==> config.mk <==
export PLATFORM = sky130hd
export DESIGN_NAME = exp_golomb_bit_packer_unit
export DESIGN_NICKNAME = d
export VERILOG_FILES = /design/src/design/egbp_pkg.sv /design/src/design/exp_golomb_bit_packer_unit.sv /design/src/design/egbp_encoder.sv /design/src/design/egbp_drain.sv
export VERILOG_INCLUDE_DIRS = /design/src /design/src/design
export SDC_FILE = /design/constraint.sdc
export NUM_CORES = 1
export LEC_CHECK = 0
export BUFFER_PORTS_ARGS = -buffer_cell sky130_fd_sc_hd__buf_4
export CORE_MARGIN = 2
export CORE_UTILIZATION = 55
export CTS_CLUSTER_DIAMETER = 80
export DETAILED_ROUTE_END_ITERATION = 8
export GPL_TIMING_DRIVEN = 0
export PLACE_DENSITY = 0.73
export SETUP_SLACK_MARGIN = 0.2
export SLEW_MARGIN = 20
export SYNTH_ARGS = -nofsm -noshare
export SYNTH_HDL_FRONTEND = slang
export SYNTH_SLANG_ARGS = --single-unit
==> constraint.sdc <==
create_clock -name clk_i -period 9.15 [get_ports clk_i]
set_input_delay 2.745 -clock clk_i [delete_from_list [all_inputs] [get_ports clk_i]]
set_output_delay 2.745 -clock clk_i [all_outputs]
set_load 0.01 [all_outputs]
==> src/design/exp_golomb_bit_packer_unit_macros.svh <==
// ----------------------------------------------------------------------------
// Assertion macros for the Exp-Golomb bit packer
// Same-cycle and next-cycle implication checks; empty under synthesis.
// ----------------------------------------------------------------------------
`ifndef EXP_GOLOMB_BIT_PACKER_UNIT_MACROS_SVH
`define EXP_GOLOMB_BIT_PACKER_UNIT_MACROS_SVH
`ifndef SYNTHESIS
`define EGBP_ASSERT_SAME(label, clk, rst_n, ante, cons) \
  label: assert property (@(posedge clk) disable iff (!rst_n) (ante) |-> (cons)) \
    else $error("egbp: same-cycle check failed");
`define EGBP_ASSERT_NEXT(label, clk, rst_n, ante, cons) \
  label: assert property (@(posedge clk) disable iff (!rst_n) (ante) |=> (cons)) \
    else $error("egbp: next-cycle check failed");
`else
`define EGBP_ASSERT_SAME(label, clk, rst_n, ante, cons)
`define EGBP_ASSERT_NEXT(label, clk, rst_n, ante, cons)
`endif
`endif

==> src/design/egbp_pkg.sv <==
// ----------------------------------------------------------------------------
// egbp_pkg
// Shared constants and types of the Exp-Golomb bit packer.
// ----------------------------------------------------------------------------
package egbp_pkg;

  localparam int ByteBits  = 8;
  localparam int WordBits  = 16;
  localparam int CodeBits  = WordBits + 1;
  localparam int MaxBytes  = 5;
  localparam int AccBits   = MaxBytes * ByteBits;
  localparam int CntBits   = 3;
  localparam int KBits     = 4;

  typedef enum logic {
    CfgSignedMode = 1'b0,
    CfgKOrder     = 1'b1
  } cfg_idx_e;

  // One coded item, left-aligned, ready for the output buffer
  typedef struct packed {
    logic [AccBits-1:0] bits;
    logic [CntBits-1:0] cnt;
    logic               fin;
  } enc_t;

endpackage

==> src/design/exp_golomb_bit_packer_unit.sv <==
// ----------------------------------------------------------------------------
// exp_golomb_bit_packer_unit
// Exp-Golomb order-k encoder packing codes MSB first into bytes.
// ----------------------------------------------------------------------------
// An accepted value sits in the input register, is coded and merged with the
// pending bits in one pass, and is loaded into the output buffer once that is
// free; its first byte then comes from the output buffer. The output buffer
// sends one byte per cycle while the output is not stalled: a value that
// yields m bytes (0 to 5) holds the buffer until all are sent, and the input
// register takes a new value every cycle as long as each value yields at most
// one byte and the output is not stalled. The worst case, a 33-bit code on top
// of 7 pending bits, yields 5 bytes. Values that complete no byte leave the
// buffer free. Registers are written through a valid/ready port, always ready.
`include "exp_golomb_bit_packer_unit_macros.svh"

module exp_golomb_bit_packer_unit (
  input  logic                          clk_i,
  input  logic                          rst_ni,
  input  logic                          cfg_valid_i,
  output logic                          cfg_ready_o,
  input  logic                          cfg_index_i,
  input  logic [egbp_pkg::KBits-1:0]    cfg_data_i,
  input  logic                          in_valid_i,
  output logic                          in_stall_o,
  input  logic [egbp_pkg::WordBits-1:0] sample_word_i,
  input  logic                          stream_end_i,
  output logic                          out_valid_o,
  input  logic                          out_stall_i,
  output logic [egbp_pkg::ByteBits-1:0] packed_byte_o,
  output logic                          final_byte_o
);

  logic                          signed_mode_q;
  logic [egbp_pkg::KBits-1:0]    k_order_q;
  logic                          s1_valid_q, s1_valid_d;
  logic [egbp_pkg::WordBits-1:0] s1_word_q;
  logic                          s1_end_q;
  logic                          in_xfer;
  logic                          move;
  logic                          drain_free;
  egbp_pkg::enc_t                enc;

  assign cfg_ready_o = 1'b1;

  always_ff @(posedge clk_i or negedge rst_ni) begin
    if (!rst_ni) begin
      signed_mode_q <= 1'b0;
      k_order_q     <= '0;
    end else if (cfg_valid_i) begin
      case (egbp_pkg::cfg_idx_e'(cfg_index_i))
        egbp_pkg::CfgSignedMode: signed_mode_q <= cfg_data_i[0];
        egbp_pkg::CfgKOrder:     k_order_q     <= cfg_data_i;
        default: ;
      endcase
    end
  end

  // hold the input register until the output buffer can take its bytes
  assign move       = s1_valid_q & drain_free;
  assign in_stall_o = s1_valid_q & ~move;
  assign in_xfer    = in_valid_i & ~in_stall_o;
  assign s1_valid_d = in_xfer | (s1_valid_q & ~move);

  always_ff @(posedge clk_i or negedge rst_ni) begin
    if (!rst_ni) begin
      s1_valid_q <= 1'b0;
    end else begin
      s1_valid_q <= s1_valid_d;
    end
  end

  always_ff @(posedge clk_i) begin
    if (in_xfer) begin
      s1_word_q <= sample_word_i;
      s1_end_q  <= stream_end_i;
    end
  end

  egbp_encoder u_encoder (
    .clk_i         (clk_i),
    .rst_ni        (rst_ni),
    .advance_i     (move),
    .signed_mode_i (signed_mode_q),
    .k_order_i     (k_order_q),
    .sample_word_i (s1_word_q),
    .stream_end_i  (s1_end_q),
    .enc_o         (enc)
  );

  egbp_drain u_drain (
    .clk_i         (clk_i),
    .rst_ni        (rst_ni),
    .load_i        (move),
    .enc_i         (enc),
    .out_stall_i   (out_stall_i),
    .free_o        (drain_free),
    .out_valid_o   (out_valid_o),
    .packed_byte_o (packed_byte_o),
    .final_byte_o  (final_byte_o)
  );

  `EGBP_ASSERT_SAME(a_final_has_valid, clk_i, rst_ni, final_byte_o, out_valid_o)
  `EGBP_ASSERT_NEXT(a_end_gives_byte, clk_i, rst_ni, move && s1_end_q, out_valid_o)
  `EGBP_ASSERT_NEXT(a_mid_not_final, clk_i, rst_ni, move && !s1_end_q, !final_byte_o)

endmodule

==> src/design/egbp_encoder.sv <==
// ----------------------------------------------------------------------------
// egbp_encoder
// Codes one value, merges it behind the pending bits and keeps the leftover.
// ----------------------------------------------------------------------------
module egbp_encoder (
  input  logic                                 clk_i,
  input  logic                                 rst_ni,
  input  logic                                 advance_i,
  input  logic                                 signed_mode_i,
  input  logic [egbp_pkg::KBits-1:0]           k_order_i,
  input  logic [egbp_pkg::WordBits-1:0]        sample_word_i,
  input  logic                                 stream_end_i,
  output egbp_pkg::enc_t                       enc_o
);

  logic [egbp_pkg::ByteBits-2:0] pend_q, pend_d;
  logic [egbp_pkg::CntBits-1:0]  pcnt_q, pcnt_d;

  always_comb begin
    logic [egbp_pkg::WordBits-1:0] u;
    logic [egbp_pkg::CodeBits-1:0] e;
    logic [4:0]                    w;
    logic [5:0]                    len;
    logic [5:0]                    total;
    logic [5:0]                    shamt;
    logic [egbp_pkg::AccBits-1:0]  bits;
    logic [egbp_pkg::CntBits-1:0]  nfull;
    logic [egbp_pkg::ByteBits-1:0] nbyte;
    // zigzag: negative v -> -2v-1, else 2v
    u = signed_mode_i
      ? {sample_word_i[egbp_pkg::WordBits-2:0] ^ {(egbp_pkg::WordBits-1){sample_word_i[15]}},
         sample_word_i[egbp_pkg::WordBits-1]}
      : sample_word_i;
    e = {1'b0, u} + (egbp_pkg::CodeBits'(1) << k_order_i);
    w = '0;
    for (int i = 0; i < egbp_pkg::CodeBits; i++) begin
      if (e[i]) w = 5'(i + 1);
    end
    // prefix zeros plus w code bits
    len   = {w, 1'b0} - 6'd1 - {2'b00, k_order_i};
    total = len + {3'b000, pcnt_q};
    shamt = 6'(egbp_pkg::AccBits) - total;
    bits  = {pend_q, 1'b0, {(egbp_pkg::AccBits - egbp_pkg::ByteBits){1'b0}}}
          | ((egbp_pkg::AccBits)'(e) << shamt);
    nfull = total[5:3];
    // byte right after the full ones: leftover bits, zero padded below
    nbyte = '0;
    for (int b = 0; b < egbp_pkg::MaxBytes; b++) begin
      if (nfull == egbp_pkg::CntBits'(b)) begin
        nbyte = bits[egbp_pkg::AccBits-1-b*egbp_pkg::ByteBits -: egbp_pkg::ByteBits];
      end
    end
    enc_o.bits = bits;
    enc_o.cnt  = nfull + {2'b00, stream_end_i & (total[2:0] != 3'd0)};
    enc_o.fin  = stream_end_i;
    pend_d     = stream_end_i ? '0 : nbyte[egbp_pkg::ByteBits-1:1];
    pcnt_d     = stream_end_i ? '0 : total[2:0];
  end

  always_ff @(posedge clk_i or negedge rst_ni) begin
    if (!rst_ni) begin
      pend_q <= '0;
      pcnt_q <= '0;
    end else if (advance_i) begin
      pend_q <= pend_d;
      pcnt_q <= pcnt_d;
    end
  end

endmodule

==> src/design/egbp_drain.sv <==
// ----------------------------------------------------------------------------
// egbp_drain
// Output buffer: holds the bytes of one coded item and sends one per transfer.
// ----------------------------------------------------------------------------
module egbp_drain (
  input  logic                          clk_i,
  input  logic                          rst_ni,
  input  logic                          load_i,
  input  egbp_pkg::enc_t                enc_i,
  input  logic                          out_stall_i,
  output logic                          free_o,
  output logic                          out_valid_o,
  output logic [egbp_pkg::ByteBits-1:0] packed_byte_o,
  output logic                          final_byte_o
);

  logic [egbp_pkg::AccBits-1:0] data_q, data_d;
  logic [egbp_pkg::CntBits-1:0] cnt_q, cnt_d;
  logic                         fin_q, fin_d;
  logic                         out_xfer;

  assign out_valid_o   = (cnt_q != '0);
  assign out_xfer      = out_valid_o & ~out_stall_i;
  assign free_o        = (cnt_q == '0) | ((cnt_q == egbp_pkg::CntBits'(1)) & ~out_stall_i);
  assign packed_byte_o = data_q[egbp_pkg::AccBits-1 -: egbp_pkg::ByteBits];
  assign final_byte_o  = fin_q & (cnt_q == egbp_pkg::CntBits'(1));

  always_comb begin
    data_d = data_q;
    cnt_d  = cnt_q;
    fin_d  = fin_q;
    if (load_i) begin
      data_d = enc_i.bits;
      cnt_d  = enc_i.cnt;
      fin_d  = enc_i.fin;
    end else if (out_xfer) begin
      // advance to the next byte
      data_d = data_q << egbp_pkg::ByteBits;
      cnt_d  = cnt_q - egbp_pkg::CntBits'(1);
    end
  end

  always_ff @(posedge clk_i or negedge rst_ni) begin
    if (!rst_ni) begin
      cnt_q <= '0;
      fin_q <= 1'b0;
    end else begin
      cnt_q <= cnt_d;
      fin_q <= fin_d;
    end
  end

  always_ff @(posedge clk_i) begin
    data_q <= data_d;
  end

endmodule

# --- Word level (Yosys, flattened, before mapping) ---
# Index checks and enable logic that the tools add are counted.
classes:
  n_addsub: 7
  eq_ne: 5
  n_shift: 2
  muxes: 29
  bitwise: 15
  reduce_logical: 7
op_table:
  columns: ["op", "n"]
  rows:
  - ["$mux W40", 2]
  - ["$mux W5", 16]
  - ["$mux W8", 5]
  - ["$or A40 B40 Y40", 1]
  - ["$shl A17 B6 Y40", 1]
  - ["$add A16 B17 Y17", 1]
  - ["$shl A1 B4 Y17 const A", 1]
  - ["$mux W16", 1]
  - ["$xor A15 B15 Y15", 1]
  - ["$mux W3", 3]
  - ["$and A1 B1 Y1", 7]
  - ["$mux W7", 1]
  - ["$add A6 B3 Y6", 1]
  - ["$eq A3 B1 Y1 const B", 2]
  - ["$eq A3 B2 Y1 const B", 2]
  - ["$logic_not A3 Y1", 2]
  - ["$reduce_bool A3 Y1", 2]
  - ["$sub A6 B1 Y6 const B", 1]
  - ["$sub A6 B4 Y6", 1]
  - ["$sub A6 B6 Y6 const A", 1]
  - ["$not A1 Y1", 4]
  - ["$reduce_and A2 Y1", 2]
  - ["$add A3 B1 Y3", 1]
  - ["$eq A3 B3 Y1 const B", 1]
  - ["other kinds (4)", 5]
word_totals:
  ff_bits: 77
  elab_cells: 75

# --- Logic depth before layout (Yosys ltp) ---
depth:
  depth_word: 32
  mapped_depth: 34

# --- By module ---
# A second synthesis with hierarchy kept.
unflattened:
  cells_unflattened: 817
  hier_area_um2: 7288.2
modules_own_cells:
  columns: ["mod", "n_inst", "cells_per_inst", "area_each_um2", "seq_area_each_um2"]
  rows:
  - ["egbp_encoder", 1, 656, 4486.8, 250.2]
  - ["egbp_drain", 1, 124, 2013.2, 1301.2]
  - ["exp_golomb_bit_packer_unit", 1, 37, 788.3, 660.6]

# --- Worst setup path after synthesis ---
# OpenSTA, ideal clock, no wires.
synth_path:
  path_kind: "register to register"
  from: "register s1_word_q[15] (netlist name)"
  to: "register u_drain.data_q[38] (netlist name), data pin"
  setup_ns: 0.260
  t_arrival_ns: 6.768
  t_required_ns: 8.890
  slack_ns: 2.122
  stages_incl_launch_ff: 29
  period_less_slack_ns: 7.028
  path_cell_list: "edfxtp_1 > clkbuf_1 > clkbuf_1 > mux2_2 > ha_1 > fa_1 > a21o_1 > a221oi_2 > o21ai_0 > xnor2_1 > inv_1 > a21oi_1 > o21ai_0 > a21o_1 > a21o_1 > nand2_1 > fa_1 > ha_1 > inv_1 > ha_1 > clkbuf_1 > clkbuf_1 > buf_1 > mux4_2 > a22o_1 > a22o_1 > a21oi_1 > o21ai_0 > mux2_2"
synth_between:
  elab_chain_len: 26
synth_rtl:
  columns: ["element", "line", "rtl"]
  rows:
  - ["start, declared", "exp_golomb_bit_packer_unit.sv:36", "logic [egbp_pkg::WordBits-1:0] s1_word_q;"]
  - ["start signal, assigned", "exp_golomb_bit_packer_unit.sv:74", "s1_word_q <= sample_word_i;"]
  - ["$mux W16 *", "egbp_encoder.sv:31", "? {sample_word_i[egbp_pkg::WordBits-2:0] ^ {(egbp_pkg::WordBits-1){sample_word_i[15]}},"]
  - ["$add A16 B17 Y17 *", "egbp_encoder.sv:34", "e = {1'b0, u} + (egbp_pkg::CodeBits'(1) << k_order_i);"]
  - ["$mux W1 / $add A16 B17 Y17 (equally long branches)", "egbp_encoder.sv:37, egbp_encoder.sv:34", null]
  - ["$mux W5 (16 in a row)", "egbp_encoder.sv:37", "if (e[i]) w = 5'(i + 1);"]
  - ["$sub A6 B1 Y6", "egbp_encoder.sv:40", "len = {w, 1'b0} - 6'd1 - {2'b00, k_order_i};"]
  - ["$sub A6 B4 Y6", "egbp_encoder.sv:40", null]
  - ["$add A6 B3 Y6", "egbp_encoder.sv:41", "total = len + {3'b000, pcnt_q};"]
  - ["$sub A6 B6 Y6", "egbp_encoder.sv:42", "shamt = 6'(egbp_pkg::AccBits) - total;"]
  - ["$shl A17 B6 Y40 *", "egbp_encoder.sv:44", "| ((egbp_pkg::AccBits)'(e) << shamt);"]
  - ["$or A40 B40 Y40 *", "egbp_encoder.sv:44", null]
  - ["$mux W40 *", "egbp_drain.sv:32", "if (load_i) begin"]
  - ["named net u_drain.data_d (one bit)", "egbp_drain.sv:17", "logic [egbp_pkg::AccBits-1:0] data_q, data_d;"]
  - ["end signal, assigned", "egbp_drain.sv:54", "data_q <= data_d;"]
  - ["end, declared", "egbp_drain.sv:17", null]
# Mark *: on every way through the listed nets, which the timed path passes. The rest lies on a longest branch.
# A chain may end at the register's enable or synchronous reset.

# --- Final worst setup path ---
layout_path:
  from: "register s1_word_q[15] (netlist name)"
  to: "register u_drain.data_q[30] (netlist name), data pin"
# The elaborated chain is that of the path after synthesis.

==> flow_summary.yaml <==
sta:
  rsz0062_at_grt: "false"
  post-route-worst-setup-slack_ps: 497.8
  worst_hold_margin_ps: 492.3
  timing.setup.tns_ps: 0
  fin_skew_ps: 12.08
  worstMarginPinSlew_ps: 1166
  hold_violations: 0
  setup_violations: 0
  final_period_minus_worst_setup_slack_ps: 8652
  post-route-period-util_pct: 94.56
  max_freq_mhz: 115.6
  maxSlewViolCount: 0
  max_slew_margin_vs_limit_pct: 21.69
global_route:
  initial_antenna_violation_count: 0
  grt_start_max_net_pins: 26
  total_global_routing_overflow: 0
  first_global_vias: 6734
  grt_total_usage_pct: 35.93
  grt_first_pass_wirelength_um: 36940
hold_path:
  timing.hold.worst.start: "u_encoder.pcnt_q[2]"
  hold_path_depth: 2
  hold_class: "flip-flop to flip-flop"
  hold_path_end: "u_encoder.pcnt_q[2]"
route:
  wl_final_um: 23820
  count_of_unresolved_drc_violations_after_routing: 0
  vias: 7079
  number_of_nets_still_failing_antenna_checks_after_routing: 0
  route.detailed.wl_per_inst_um: 22.24
  detailed_routing_iteration_count_for_the_pre_antenna_repair_pass: 8
  viasPerCell: 6.610
  detailedRoute.firstIterationViolations: 1010
floorplan:
  floorplan.die_area_mm2: 0.01373
  top_level_pins: 39
  starting_density_of_the_core_pct: 56.06
  die_w_um: 117.2
  placementRows: 41
  dieHeight_um: 117.2
  core_area_mm2: 0.01257
worst_setup_path:
  reg2reg_slack_ps: 500
  regToRegEndpoint: "u_drain.data_q[30]"
  critPathMaxFanout: 10
  critical_path_arrival_ps: 8750
  critical_path.slowest_cell: "sky130_fd_sc_hd__nor3_1"
  regToRegStartpoint: "s1_word_q[15]"
  critPathRequiredTime_ps: 9250
  slowest_delay_ps: 520
  critPathLaunchType: "flip-flop"
  critical_path.endpoint_type: "flip-flop"
  crit_type: "flip-flop to flip-flop"
  worst_r2r_path_depth: 26
synth:
  synth-edff-count: 57
  synth.yosys.seq_area_share_pct: 31.40
  synthDistinctLibCells: 84
  postSynthCellCount: 844
  synthArstFlopShare_pct: 25.97
  synthTopCellsByArea: "sky130_fd_sc_hd__edfxtp_1 24%, sky130_fd_sc_hd__dfrtp_1 7.1%, sky130_fd_sc_hd__nand2_1 5.6%, sky130_fd_sc_hd__ha_1 5.2%, sky130_fd_sc_hd__nor2_1 5.1%"
  avgSynthCellArea_um2: 8.348
  synthFlopType: "sky130_fd_sc_hd__edfxtp_1"
  netlist_area_mm2: 0.007046
  yosysWarningCount: 0
  synth_top_area_cell: "sky130_fd_sc_hd__edfxtp_1"
  yosys_register_bits: 77
  mappedNetlistNets: 904
  synth_top_area_share_pct: 24.29
place:
  gpl.final_weighted_congestion: 1.051
  pre_cts_ws_ps: 401.8
  dp.final_hpwl_um: 17960
  placement.io_buffers: 37
cells_and_area:
  multi_input_comb_area_mm2: 0.004452
  insertedDiodeCount: 0
  layout-drive-gt1-share_pct: 13.79
  layout_stage_area_growth_over_the_synthesis_result_pct: 12.02
  fin_util_pct: 62.80
  layout.nets: 954
  sequential_cell_area_mm2: 0.002212
  filler_cell_count: 1071
clock_tree:
  cts_root_buffer: "sky130_fd_sc_hd__clkbuf_16"
  cts.htree.levels: 3
  clock_buffers_created_by_tritoncts: 9
  clock_sink_count: 77
  number_of_buffers_added_to_fix_hold_violations_after_cts: 0
  cts_max_path_buffers: 2
  clk_transition_reported_paths_ps: 70
  tritoncts: "done"
  clkLatencyLatePin_ps: 350
run_status:
  status: "finished, final reports clean"
flow_run:
  cap_violations: 0
-- cell usage in the layout (no fill, tap or decap), types with 20 or more instances in the layout --
cell type                  netlist  final
sky130_fd_sc_hd__mux2_2         20     20
sky130_fd_sc_hd__clkbuf_1       36     33
sky130_fd_sc_hd__buf_4          10     47
sky130_fd_sc_hd__nor2_1         96     96
sky130_fd_sc_hd__nand2_1       106    106
sky130_fd_sc_hd__a21oi_1        51     50
sky130_fd_sc_hd__inv_1          29     29
sky130_fd_sc_hd__dfrtp_1        20     20
sky130_fd_sc_hd__nor3_1         21     21
sky130_fd_sc_hd__o21ai_0        53     52
sky130_fd_sc_hd__xnor2_1        30     29
sky130_fd_sc_hd__ha_1           29     29
sky130_fd_sc_hd__edfxtp_1       57     57
-- state kept, by name (all words and copies together) (netlist names) --
signal and count:
k_order_q 4, s1_end_q 1, s1_valid_q 1, s1_word_q 16
signed_mode_q 1, u_drain.cnt_q 3, u_drain.data_q 40, u_drain.fin_q 1
u_encoder.pcnt_q 3, u_encoder.pend_q 7
-- kinds of logic after synthesis --
group                    share of synthesized area [%]
AO/OA/AOI/OAI                                    26.74
XOR/XNOR                                         4.937
adder cells (fa/ha/maj)                          6.287
buffers and inverters                            5.771
flip-flops                                       31.40
multiplexers                                     5.363
other                                          0.05323
AND/OR/NAND/NOR                                  19.45
-- critical path: cells and delay by family, from the launching register on --
kind | cells | cell delay, ps
flops | 1 | 370
simple gates | 3 | 910
fa+ha+maj | 5 | 1830
compound gates | 9 | 2010
mux | 1 | 340
xor+xnor | 2 | 900
buf+inv | 6 | 2040
-- synth_stat cells, types with 14 or more instances --
cell type,count
sky130_fd_sc_hd__a211oi_1,14
sky130_fd_sc_hd__a21o_1,15
sky130_fd_sc_hd__a21oi_1,51
sky130_fd_sc_hd__clkbuf_1,36
sky130_fd_sc_hd__dfrtp_1,20
sky130_fd_sc_hd__edfxtp_1,57
sky130_fd_sc_hd__ha_1,29
sky130_fd_sc_hd__inv_1,29
sky130_fd_sc_hd__mux2_2,20
sky130_fd_sc_hd__nand2_1,106
sky130_fd_sc_hd__nor2_1,96
sky130_fd_sc_hd__nor3_1,21
sky130_fd_sc_hd__o21ai_0,53
sky130_fd_sc_hd__o31ai_1,15
sky130_fd_sc_hd__xnor2_1,30
-- timing repair --
action | 4_1_cts | 5_1_grt
setup buffers | 0 | 0
gates resized for setup | 0 | 10
endpoints found under the setup margin | 0 | 25
-- metal layers --
| metal | track usage [%] | vias up | routed length (µm) |
|---|---|---|---|
| met5 | 0 | - | 0 |
| met4 | 10.67 | 0 | 526 |
| met3 | 7.261 | 56 | 2337 |
| met2 | 53.18 | 440 | 10240 |
| met1 | 53.06 | 3359 | 10720 |
| li1 | - | 3224 | - |
-- worst max-delay path by stage --
stage | start | endpoint | slack (ps) | cells past startpoint
after floorplan | s1_word_q[15] | u_drain.data_q[38] | 2120 | 28
after global placement | s1_word_q[15] | u_encoder.pend_q[6] | 630 | 30
after detailed placement | s1_word_q[15] | u_drain.data_q[30] | 400 | 24
after CTS | s1_word_q[15] | u_drain.data_q[30] | 330 | 24
after global routing | s1_word_q[15] | u_drain.data_q[30] | 200 | 26
final | s1_word_q[15] | u_drain.data_q[30] | 500 | 26
-- metrics by stage --
stage	cell area [µm²]	instances
floorplan	7046	844
global placement	7538	1053
detailed placement	7589	1055
CTS	7876	1071
global route	7893	1071
finish	7893	1071
-- area by class of cell --
class	count	area share (%)
buffer	61	3.741
clock buffer	9	2.854
clock inverter	7	0.7926
inverter	31	1.522
multi-input combinational	675	56.40
sequential	77	28.03
tap	172	2.727
timing repair buffer	39	3.932
Power is left out: the tool's default activity adds up to more than one toggle a clock period on the data nets, which glitch-free logic cannot reach.
